## src/rtl/core/assert_macros.svh

```systemverilog
// assertion helpers, empty under synthesis
`ifndef ASSERT_MACROS_SVH
`define ASSERT_MACROS_SVH
`ifndef SYNTHESIS
`define ASSERT_IMPL(lbl, clk, rst_n, prop) \
	lbl: assert property (@(posedge clk) disable iff (!rst_n) (prop)) else $error("assertion failed");
`define ASSERT_NEVER(lbl, clk, rst_n, cond) \
	lbl: assert property (@(posedge clk) disable iff (!rst_n) !(cond)) else $error("never");
`else
`define ASSERT_IMPL(lbl, clk, rst_n, prop)
`define ASSERT_NEVER(lbl, clk, rst_n, cond)
`endif
`endif

```

## src/rtl/core/sha_pkg.sv

```systemverilog
package sha_pkg;
	localparam int BlockBytes = 64;
	localparam int LenPos = 56;
	localparam logic [7:0] PadMark = 8'h80;

	typedef enum logic [2:0] {
		ST_IDLE, ST_LOAD, ST_ROUND, ST_FOLD, ST_PAD, ST_EMIT
	} sha_state_t;

	typedef logic [31:0] word_t;

	function automatic word_t round_k(input logic [5:0] i);
		word_t k [64] = '{
			32'h428a2f98, 32'h71374491, 32'hb5c0fbcf, 32'he9b5dba5, 32'h3956c25b, 32'h59f111f1,
			32'h923f82a4, 32'hab1c5ed5, 32'hd807aa98, 32'h12835b01, 32'h243185be, 32'h550c7dc3,
			32'h72be5d74, 32'h80deb1fe, 32'h9bdc06a7, 32'hc19bf174, 32'he49b69c1, 32'hefbe4786,
			32'h0fc19dc6, 32'h240ca1cc, 32'h2de92c6f, 32'h4a7484aa, 32'h5cb0a9dc, 32'h76f988da,
			32'h983e5152, 32'ha831c66d, 32'hb00327c8, 32'hbf597fc7, 32'hc6e00bf3, 32'hd5a79147,
			32'h06ca6351, 32'h14292967, 32'h27b70a85, 32'h2e1b2138, 32'h4d2c6dfc, 32'h53380d13,
			32'h650a7354, 32'h766a0abb, 32'h81c2c92e, 32'h92722c85, 32'ha2bfe8a1, 32'ha81a664b,
			32'hc24b8b70, 32'hc76c51a3, 32'hd192e819, 32'hd6990624, 32'hf40e3585, 32'h106aa070,
			32'h19a4c116, 32'h1e376c08, 32'h2748774c, 32'h34b0bcb5, 32'h391c0cb3, 32'h4ed8aa4a,
			32'h5b9cca4f, 32'h682e6ff3, 32'h748f82ee, 32'h78a5636f, 32'h84c87814, 32'h8cc70208,
			32'h90befffa, 32'ha4506ceb, 32'hbef9a3f7, 32'hc67178f2};
		return k[i];
	endfunction

	function automatic word_t init_value(input logic var224, input logic [2:0] i);
		word_t a [8] = '{32'h6a09e667, 32'hbb67ae85, 32'h3c6ef372, 32'ha54ff53a,
			32'h510e527f, 32'h9b05688c, 32'h1f83d9ab, 32'h5be0cd19};
		word_t b [8] = '{32'hc1059ed8, 32'h367cd507, 32'h3070dd17, 32'hf70e5939,
			32'hffc00b31, 32'h68581511, 32'h64f98fa7, 32'hbefa4fa4};
		return var224 ? b[i] : a[i];
	endfunction

	function automatic word_t ror(input word_t v, input int s);
		return (v >> s) | (v << (32 - s));
	endfunction
endpackage

```

## src/rtl/core/sha_round.sv

```systemverilog
module sha_round (
	input  sha_pkg::word_t v_in [8],
	input  sha_pkg::word_t k,
	input  sha_pkg::word_t w,
	output sha_pkg::word_t v_out [8]
);
	import sha_pkg::*;
	word_t t1, t2;
	always_comb begin
		t1 = v_in[7] + (ror(v_in[4], 6) ^ ror(v_in[4], 11) ^ ror(v_in[4], 25))
			+ ((v_in[4] & v_in[5]) ^ (~v_in[4] & v_in[6])) + k + w;
		t2 = (ror(v_in[0], 2) ^ ror(v_in[0], 13) ^ ror(v_in[0], 22))
			+ ((v_in[0] & v_in[1]) ^ (v_in[0] & v_in[2]) ^ (v_in[1] & v_in[2]));
		v_out[0] = t1 + t2;
		v_out[1] = v_in[0];
		v_out[2] = v_in[1];
		v_out[3] = v_in[2];
		v_out[4] = v_in[3] + t1;
		v_out[5] = v_in[4];
		v_out[6] = v_in[5];
		v_out[7] = v_in[6];
	end
endmodule

```

## src/rtl/core/sha256_sha224_hash_top.sv

```systemverilog
// sha-256 / sha-224 streaming hash engine
// slave channel: s_tdata[7:0] = data_byte, s_tuser = mode (0 byte, 1 finish)
// master channel: m_tdata[31:0] = digest_word, m_tdata[34:32] = word_index,
//   m_tlast = last_word; one item per digest word, 8 for sha-256, 7 for sha-224
// variant register: cfg_we / cfg_wdata, write only when the engine is idle;
//   writing reloads the chaining words to that variant's initial values
// throughput: bytes are taken one per cycle, but the 64th of a block
//   starts the compression, which holds s_tready low: the block moves from the
//   byte memory into the schedule words, then 64 rounds (one round per cycle,
//   one schedule word read per round), then the fold
// finish: padding is written to the byte memory one byte per cycle, then
//   one compression; with 56 or more bytes pending the pad and compression
//   run twice before the first word is offered; then the words go out one
//   per accepted item; a stalled receiver holds m_tvalid and the word
//   until m_tready
// reset: chaining words take the sha-256 initial values, counts clear; the
//   byte memory holds no reset value and is always written before it is read
`include "assert_macros.svh"
module sha256_sha224_hash_top (
	input  logic        clk,
	input  logic        arst_n,
	input  logic        s_tvalid,
	output logic        s_tready,
	input  logic [7:0]  s_tdata,   // data_byte
	input  logic        s_tuser,   // mode
	output logic        m_tvalid,
	input  logic        m_tready,
	output logic [39:0] m_tdata,   // digest_word, word_index, zero fill
	output logic        m_tlast,   // last_word
	input  logic        cfg_we,
	input  logic        cfg_wdata
);
	import sha_pkg::*;

	sha_state_t state_q, state_d;
	logic       var_q;
	word_t      ch_q [8];
	word_t      v_q [8];
	word_t      v_nx [8];
	logic [5:0] fill_q;
	logic [63:0] total_q;
	logic [5:0] cnt_q;        // round / load counter
	logic [5:0] pad_q;        // pad write address
	logic       two_q;        // second compression needed
	logic       fin_q;        // compressing during finish
	logic [2:0] oidx_q;

	// byte memory: 32-bit words with byte writes, one registered word read
	word_t      bmem [BlockBytes / 4];
	logic       bwe;
	logic [5:0] bwa;
	logic [7:0] bwd;
	word_t      brd_q;
	logic [3:0] bra;

	// schedule words, 16 registers kept as a shift line; w[i-2], w[i-7],
	// w[i-15] and w[i-16] are tapped from it to form each new word in a round
	word_t      win_q [16];
	word_t      w_cur;
	word_t      w_new;
	logic       s_ld;         // load word into schedule

	sha_round u_round (.v_in(v_q), .k(round_k(cnt_q)), .w(w_cur), .v_out(v_nx));

	always_ff @(posedge clk) begin
		if (bwe) bmem[bwa[5:2]][8*(3 - bwa[1:0]) +: 8] <= bwd;
		brd_q <= bmem[bra];
	end

	assign w_new = (ror(win_q[14], 17) ^ ror(win_q[14], 19) ^ (win_q[14] >> 10))
		+ win_q[9] + (ror(win_q[1], 7) ^ ror(win_q[1], 18) ^ (win_q[1] >> 3)) + win_q[0];
	assign w_cur = (cnt_q < 6'd16) ? win_q[cnt_q[3:0]] : w_new;

	// length byte for pad address
	logic [63:0] bits;
	logic [7:0]  len_byte;
	assign bits = {total_q[60:0], 3'd0};
	assign len_byte = bits[8*(7 - pad_q[2:0]) +: 8];

	always_comb begin
		state_d = state_q;
		bwe = 1'b0;
		bwa = fill_q;
		bwd = s_tdata;
		bra = 4'd0;
		s_ld = 1'b0;
		s_tready = 1'b0;
		case (state_q)
			ST_IDLE: begin
				s_tready = 1'b1;
				if (s_tvalid) begin
					if (!s_tuser) begin
						bwe = 1'b1;
						if (fill_q == 6'd63) state_d = ST_LOAD;
					end else begin
						state_d = ST_PAD;
					end
				end
			end
			ST_PAD: begin
				bwe = 1'b1;
				bwa = pad_q;
				if (pad_q == fill_q && !two_q) bwd = PadMark;
				else if (pad_q >= 6'(LenPos) && !(fill_q >= 6'(LenPos) && !two_q))
					bwd = len_byte;
				else if (pad_q < fill_q && !two_q) bwd = 8'd0;
				else bwd = 8'd0;
				if (two_q && pad_q >= 6'(LenPos)) bwd = len_byte;
				if (!two_q && fill_q < 6'(LenPos) && pad_q >= 6'(LenPos)) bwd = len_byte;
				if (!two_q && fill_q >= 6'(LenPos) && pad_q > fill_q) bwd = 8'd0;
				if (!two_q && pad_q < fill_q) bwe = 1'b0;
				if (pad_q == 6'd63) state_d = ST_LOAD;
			end
			ST_LOAD: begin
				bra = cnt_q[3:0];
				s_ld = 1'b1;
				if (cnt_q == 6'd16) state_d = ST_ROUND;
			end
			ST_ROUND: begin
				if (cnt_q == 6'd63) state_d = ST_FOLD;
			end
			ST_FOLD: begin
				if (!fin_q) state_d = ST_IDLE;
				else if (!two_q && fill_q >= 6'(LenPos)) state_d = ST_PAD;
				else state_d = ST_EMIT;
			end
			ST_EMIT: begin
				if (m_tready && oidx_q == (var_q ? 3'd6 : 3'd7)) state_d = ST_IDLE;
			end
			default: state_d = ST_IDLE;
		endcase
	end

	always_ff @(posedge clk or negedge arst_n) begin
		if (!arst_n) state_q <= ST_IDLE;
		else state_q <= state_d;
	end

	always_ff @(posedge clk or negedge arst_n) begin
		if (!arst_n) begin
			var_q <= 1'b0;
			for (int i = 0; i < 8; i++) ch_q[i] <= init_value(1'b0, 3'(i));
			for (int i = 0; i < 8; i++) v_q[i] <= '0;
			fill_q <= '0;
			total_q <= '0;
			cnt_q <= '0;
			pad_q <= '0;
			two_q <= 1'b0;
			fin_q <= 1'b0;
			oidx_q <= '0;
		end else begin
			if (cfg_we) begin
				var_q <= cfg_wdata;
				for (int i = 0; i < 8; i++) ch_q[i] <= init_value(cfg_wdata, 3'(i));
			end
			case (state_q)
				ST_IDLE: begin
					cnt_q <= '0;
					if (s_tvalid && !s_tuser) begin
						fill_q <= fill_q + 6'd1;
						total_q <= total_q + 64'd1;
						fin_q <= 1'b0;
					end else if (s_tvalid) begin
						fin_q <= 1'b1;
						pad_q <= '0;
						two_q <= 1'b0;
					end
				end
				ST_PAD: begin
					pad_q <= pad_q + 6'd1;
					cnt_q <= '0;
				end
				ST_LOAD: begin
					cnt_q <= cnt_q + 6'd1;
					if (cnt_q == 6'd16) begin
						cnt_q <= '0;
						for (int i = 0; i < 8; i++) v_q[i] <= ch_q[i];
					end
				end
				ST_ROUND: begin
					cnt_q <= cnt_q + 6'd1;
					for (int i = 0; i < 8; i++) v_q[i] <= v_nx[i];
				end
				ST_FOLD: begin
					for (int i = 0; i < 8; i++) ch_q[i] <= ch_q[i] + v_q[i];
					if (fin_q && !two_q && fill_q >= 6'(LenPos)) begin
						two_q <= 1'b1;
						pad_q <= '0;
					end else if (fin_q) begin
						oidx_q <= '0;
					end
				end
				ST_EMIT: begin
					if (m_tready) begin
						oidx_q <= oidx_q + 3'd1;
						if (oidx_q == (var_q ? 3'd6 : 3'd7)) begin
							for (int i = 0; i < 8; i++) ch_q[i] <= init_value(var_q, 3'(i));
							fill_q <= '0;
							total_q <= '0;
							two_q <= 1'b0;
							fin_q <= 1'b0;
						end
					end
				end
				default: ;
			endcase
		end
	end

	// schedule words: loaded from byte memory, then a 16-deep shift line
	always_ff @(posedge clk) begin
		if (s_ld && cnt_q != 6'd0) win_q[cnt_q[3:0] - 4'd1] <= brd_q;
		if (state_q == ST_ROUND && cnt_q >= 6'd16) begin
			for (int i = 0; i < 15; i++) win_q[i] <= win_q[i + 1];
			win_q[15] <= w_new;
		end
	end

	assign m_tvalid = (state_q == ST_EMIT);
	assign m_tdata = {5'd0, oidx_q, ch_q[oidx_q]};
	assign m_tlast = (oidx_q == (var_q ? 3'd6 : 3'd7));

	`ASSERT_IMPL(a_emit_quiet, clk, arst_n, m_tvalid |-> !s_tready)
	`ASSERT_IMPL(a_fill_zero_emit, clk, arst_n, (m_tvalid && m_tready && m_tlast) |=> fill_q == 6'd0)
	`ASSERT_NEVER(a_round_no_accept, clk, arst_n, (state_q == ST_ROUND) && s_tready)
endmodule
```

## config.mk

```make
export PLATFORM = sky130hd
export DESIGN_NAME = sha256_sha224_hash_top
export DESIGN_NICKNAME = d
export VERILOG_FILES = /design/src/rtl/core/sha_pkg.sv /design/src/rtl/core/sha_round.sv /design/src/rtl/core/sha256_sha224_hash_top.sv
export VERILOG_INCLUDE_DIRS = /design/src /design/src/rtl/core
export SDC_FILE = /design/constraint.sdc
export NUM_CORES = 2
export LEC_CHECK = 0
export ABC_AREA = 1
export BUFFER_PORTS_ARGS = -buffer_cell sky130_fd_sc_hd__buf_4
export CAP_MARGIN = 25
export CORE_MARGIN = 3
export CORE_UTILIZATION = 30
export DETAILED_ROUTE_END_ITERATION = 7
export HOLD_SLACK_MARGIN = 0.1
export MAX_ROUTING_LAYER = met4
export PLACE_DENSITY = 0.44
export SYNTH_ARGS = -nofsm -noshare
export SYNTH_HDL_FRONTEND = slang
export SYNTH_SLANG_ARGS = --single-unit
```

## constraint.sdc

```tcl
create_clock -name clk -period 9.09 [get_ports clk]
set_input_delay 0.909 -clock clk [delete_from_list [all_inputs] [get_ports clk]]
set_output_delay 0.909 -clock clk [all_outputs]
set_load 0.01 [all_outputs]
```

======== Word-level counts from Yosys, hierarchy flattened ========
Memory sizes are Yosys's and may differ from the RTL's. A register that Yosys moved wholly into a read port is not among the register bits.
Index checks and enable logic that the tools add are counted.
storage, ports and cells
  bits in registers ....................... 603
  RAM bits ................................ 1024
  bits in read-only memories .............. 2048
  bits of input ports ..................... 15
  output and inout bits ................... 43
  word-level logic and storage cells ...... 244
  memories kept ........................... 3
memory list
  name             depth  width  rd ports  clocked after Yosys merged registers in  wr ports  RTL line                      RTL
  (no name shown)  64     32     1         0                                        0         sha_pkg.sv:25                 return k[i];
  bmem             16     32     1         1                                        1         sha256_sha224_hash_top.sv:49  word_t bmem [BlockBytes / 4];
  win_q            16     32     17        0                                        16        sha256_sha224_hash_top.sv:58  word_t win_q [16];
operators by class
  add/sub/neg operators ................... 27
  order comparisons ....................... 9
  equal/unequal tests ..................... 25
  shift-type cells ........................ 3
  muxes and demuxes ....................... 89
  bitwise logic cells ..................... 29
  reductions and logical operators ........ 34
operator list
  cell                       number
  $mux W256                  4
  $pmux W256 S2              2
  $add A32 B32 Y32           18
  $mux W32                   17
  $xor A32 B32 Y32           9
  $mux W64                   3
  $and A32 B32 Y32           5
  $pmux W64 S2               1
  $mux W31                   4
  $bmux W32 S3               1
  $add A64 B1 Y64 const B    1
  $shiftx A64 B33 Y8         1
  $mux W28                   2
  $mux W6                    8
  $mux W8                    6
  $pmux W6 S3                2
  $neg A32 Y34               1
  $shift A8 B34 Y32 const A  1
  $shiftx A8 B34 Y32         1
  $mux W3                    11
  $not A32 Y32               1
  $or A10 B32 Y32            1
  $or A13 B32 Y32            1
  $or A14 B32 Y32            1
  other kinds (52)           114

======== Depth between registers and ports, before layout ========
  depth in word-level cells ............... 11
  mapped depth ............................ 51

======== Hierarchy ========
From an unflattened synthesis, not the netlist that was laid out.
unflattened totals
  cell total of the unflattened synthesis .. 14686
  area total of the unflattened synthesis .. 113269.9 µm²
by module, submodules not included
  module                  instances  cells an instance  area each (µm²)  seq. area each (µm²)
  sha256_sha224_hash_top  1          12764              100487.6         46574.7
  sha_round               1          1922               12782.3          0.0

======== Worst setup path before layout ========
Ideal clock, no wire load.
  path kind ............................... register to register
  start ................................... mem win_q[1][8] (netlist name)
  end ..................................... reg v_q[255] (netlist name)
  data arrival time ....................... 8.136 ns
  setup slack ............................. 0.828 ns
  stages on the path, launching flop included .. 48
  path buffers ............................ 1
  cell sequence ........................... edfxtp_1 clkbuf_1 xnor2_1 xor2_1 inv_1 fa_1 inv_1 fa_1 inv_1 ha_1 fa_1 nand2_1 nand2_1 nand3b_1 nand2_1 nand2_1 nand2_1 a31oi_1 [... 12 more ...] nand3_1 nand2_1 a211oi_1 xor2_1 fa_1 inv_1 ha_1 inv_1 nor3_1 nand2_1 nor4_1 nand2_1 o2111ai_1 xor2_1 xor2_1 nand2_1 nand2_1 o21ai_1
RTL lines
  item         RTL line                      RTL
  from (decl)  sha256_sha224_hash_top.sv:58
  to (decl)    sha256_sha224_hash_top.sv:38  word_t v_q [8];

==> Implementation_results.wiki <==
{| class="wikitable"
! Metric !! Value
|-
| Util after Layout || 35.51%
|-
| Final worst-path cycle share || 97.01%
|-
| TritonCTS clock tree || built
|-
| Clock insertion delay at the later pin of the skew report || 0.99 ns
|-
| Worst reg2reg path endpoint || v_q[255]
|-
| Die width || 595.5 um
|-
| DR iter-0 viols || 11,830
|-
| Warning count from the yosys run || 0
|-
| Source of the worst hold timing path || m_tready
|-
| Shortest clock period the worst path allows after layout || 8.819 ns
|-
| Sum of negative setup slack || 0 ns
|-
| Fraction of layout cells with a size suffix above 1 || 12.43%
|-
| Count of input and output buffers || 52
|-
| TritonCTS sink count || 1,656
|-
| Total leakage power || 50.63 nW
|-
| Filler-free cell count of the finished design || 17,470
|-
| Reg2reg setup slack || 0.27 ns
|-
| Die span in y || 595.5 um
|-
| DRT antenna net count || 0
|-
| Endpoints failing hold || 0
|-
| Post-synth design cell area || 104,300 um2
|-
| Post-synthesis area per instance || 8.473 um2
|-
| Largest stage delay, worst path || 0.51 ns
|-
| Global-route wire length before repair || 718,600 um
|-
| Highest fanout seen on the critical path || 3
|-
| Clock power share || 20.2%
|-
| Average wire per standard cell || 29.38 um
|-
| CP dominant cell by count || sky130_fd_sc_hd__nand2_1
|-
| Endpoint type of the worst setup path || flip-flop
|-
| CTS H-Tree Depth || 4
|-
| Peak Freq || 0.1134 GHz
|-
| Grt total ovfl || 0
|-
| Cell with the biggest individual delay on the critical path || sky130_fd_sc_hd__fa_1
|-
| Power per cell area || 339.2 nW/um2
|-
| Clock root buffer || sky130_fd_sc_hd__clkbuf_16
|-
| DP Cell Count || 17,040
|-
| Sequential cell area fraction in the yosys report || 44.67%
|-
| Placer congestion estimate || 1.028
|-
| Router iterations before antenna repair || 6
|-
| Int Pwr || 22.37 mW
|-
| Cell area after layout || 122,400 um2
|-
| Critical path origin || win_q[1][21]
|-
| Standard cell area after detailed placement || 114,500 um2
|-
| Total routing resource utilization after global routing || 28.83%
|-
| #FFs+latches synth || 1,656
|-
| Cell count of the worst reg-to-reg path || 46
|-
| Number of flops mapped to enable cells by yosys || 1,024
|-
| Worst ir drop on vdd || 322.7 uV
|-
| Gate Count Post-Synth || 12,310
|-
| Core Box Area || 344,600 um2
|-
| Final setup viols || 0
|-
| Number of maximum-capacitance violations || 0
|-
| Share of async-settable or async-resettable flops after synthesis || 36.23%
|-
| Row count || 215
|-
| Worst hold path class || in2reg
|-
| Unrepaired setup endpoints after global routing || yes
|-
| Count of fill cells added during filler insertion || 35,540
|-
| CP Buf/Inv Count || 8
|-
| Number of nets at the end of the flow || 13,350
|-
| NetSw || 19.14 mW
|-
| I/O pin total || 58
|-
| Area growth from synthesis to final layout || 17.36%
|-
| Post-Place Worst Slack || -0.4065 ns
|-
| Switching share of total power || 46.12%
|-
| Vias in the first global route || 91,760
|-
| Maximum buffer depth of the clock tree || 4
|-
| Worst slew pin tran || 1.282 ns
|-
| Cell count of the worst hold path || 3
|-
| Most frequently used flop master after synthesis || sky130_fd_sc_hd__edfxtp_1
|-
| Type of the worst setup path || reg2reg
|-
| Launching element type of the critical path || flip-flop
|-
| Total Die Area || 354,700 um2
|-
| Data arrival time of the critical path || 9.66 ns
|-
| Required time at the worst-slack endpoint || 9.94 ns
|-
| Via count || 97,160
|-
| Effective utilization at floorplan || 30.26%
|-
| Hold endpoint || oidx_q[1]
|-
| Post-route clock skew || 0.08235 ns
|-
| Min Hold Slack || 0.3372 ns
|-
| Largest delay share family, worst path || adder cells
|-
| Result of the run || finished clean
|-
| Crit path setup slack, layout || 0.2715 ns
|-
| Total count of max-transition violations in the final report || 0
|-
| Clock edge transition at the registers on the reported setup and hold paths || 0.06 ns
|-
| Total power of the final layout || 41.51 mW
|-
| Sequential share of power || 22.9%
|-
| DRC violations left || 0
|-
| Antenna violations before repair || 27
|-
| Max-slew headroom || 14.55%
|-
| Logic gate share of total power || 56.9%
|-
| Launching point of the worst reg2reg path || win_q[1][21]
|-
| HPWL Detailed || 377,600 um
|-
| Vias/cell || 5.562
|-
| Pin count of the biggest net entering global routing || 176
|-
| Number of distinct library cell variants in the gate-level netlist after synthesis || 74
|-
| Wirelength, routed || 513,300 um
|-
| Total CTS buffers || 209
|}
==> cells in the final DEF (no fill, tap or decap), drive strengths merged, types with 42 or more instances in the layout <==
| cell | synthesis | layout |
|---|---|---|
| o211ai | 277 | 277 |
| dfrtp | 464 | 464 |
| fa | 197 | 197 |
| nor3 | 141 | 141 |
| nand2 | 1842 | 1842 |
| a221oi | 69 | 69 |
| clkbuf | 554 | 308 |
| dfstp | 136 | 136 |
| nand3 | 361 | 361 |
| a21oi | 786 | 786 |
| buf | 107 | 855 |
| clkinv | 9 | 62 |
| edfxtp | 1024 | 1024 |
| o21bai | 42 | 42 |
| nand4 | 56 | 56 |
| a31oi | 141 | 141 |
| o22ai | 201 | 201 |
| xor2 | 238 | 238 |
| xnor2 | 167 | 167 |
| o21ai | 1804 | 1804 |
| ha | 420 | 420 |
| o311ai | 143 | 143 |
| nor2 | 1202 | 1202 |
| inv | 1529 | 1539 |
==> cell usage after synthesis, drive strengths merged, types with 35 or more instances <==
cell type / number / area, um2
o21a: 40 / 300.3
nor2: 1202 / 4577
nand2: 1842 / 6932
dfrtp: 464 / 11610
dfstp: 136 / 3573
xor2: 238 / 2085
buf: 107 / 495.5
nand4: 56 / 365.3
or2: 38 / 237.7
ha: 420 / 5255
clkbuf: 554 / 2079
o311ai: 143 / 1252
o21ai: 1804 / 9040
o221ai: 35 / 306.5
xnor2: 167 / 1463
a21oi: 786 / 3934
nor3: 141 / 748.2
nand3: 361 / 1807
o211ai: 277 / 2079
a221oi: 69 / 604.3
inv: 1529 / 5739
edfxtp: 1024 / 30750
a31oi: 141 / 882.1
o21bai: 42 / 315.3
a21o: 41 / 307.8
o22ai: 201 / 1257
fa: 197 / 3944
==> how the worst max path moves through the flow <==
stage / to / slack (ns) / cells after the start
floorplan: v_q[255] / 0.83 / 47
global placement: v_q[254] / -0.53 / 44
detailed placement: v_q[254] / -0.41 / 42
CTS: v_q[255] / 0.005 / 52
global route: v_q[255] / -0.23 / 51
finish: v_q[255] / 0.27 / 46
==> flip-flops by register name, indices dropped and copies added (netlist names) <==
register / count
bmem: 512
brd_q: 32
ch_q: 256
cnt_q: 6
fill_q: 6
fin_q: 1
oidx_q: 3
pad_q: 6
state_q: 3
total_q: 61
two_q: 1
v_q: 256
var_q: 1
win_q: 512
==> power groups by stage <==
stage	sequential (mW)	combinational [mW]	clock [mW]
CTS	9.48	22.5	8.54
floorplan	9.36	9.35	0
global route	9.53	25.1	8.80
global placement	9.63	22.2	0
detailed placement	9.63	22.1	0
finish	9.50	23.6	8.38
==> layer usage <==
layer / global-route usage [%] / share of wire, % / vias up
met3: 4.833 / 8.1 / 548
met5: - / 0 / -
met1: 42.03 / 47 / 49040
met2: 41.37 / 42 / 4260
li1: - / - / 43320
met4: 6.790 / 2.5 / 0
==> cell type report <==
| type | instances | area, um2 | area share [%] |
|---|---|---|---|
| clock inverter | 80 | 745.7 | 0.6094 |
| antenna | 21 | 52.55 | 0.04295 |
| multi-input combinational | 8454 | 50670 | 41.41 |
| timing repair buffer | 860 | 6917 | 5.652 |
| inverter | 1538 | 5824 | 4.760 |
| clock buffer | 304 | 5869 | 4.797 |
| tap | 4557 | 5702 | 4.660 |
| sequential | 1656 | 46590 | 38.07 |
==> timing repair <==
item	in CTS	in global routing
buffers inserted	2	8
setup endpoints to repair	29	38
endpoints found under the hold margin	57	0
hold buffers	1	0
resized for setup	48	156
pin swaps	6	39
==> worst reg2reg max path: cells and delay by family (launching register included) <==
family / cells / cell delay, ns
buffers and inverters: 8 / 0.84
DFF: 1 / 0.46
AOI/OAI and AO/OA: 9 / 1.30
and+or+nand+nor: 15 / 1.59
xor gates and xnor gates: 6 / 1.18
adders and majority gates: 8 / 3.36
==> cells by family (layout without fill, tap and decap cells) <==
family                     Yosys count  after routing  share of synthesized area [%]
AOI/OAI and AO/OA                 3743           3743                          20.74
xor gates and xnor gates           405            405                          3.402
adders and majority gates          617            617                          8.823
buffers and inverters             2199           2782                          8.007
DFF                               1656           1656                          44.67
other                                1             26                       0.003597
and+or+nand+nor                   3684           3684                          14.35
(Power assumes the default switching activity.)
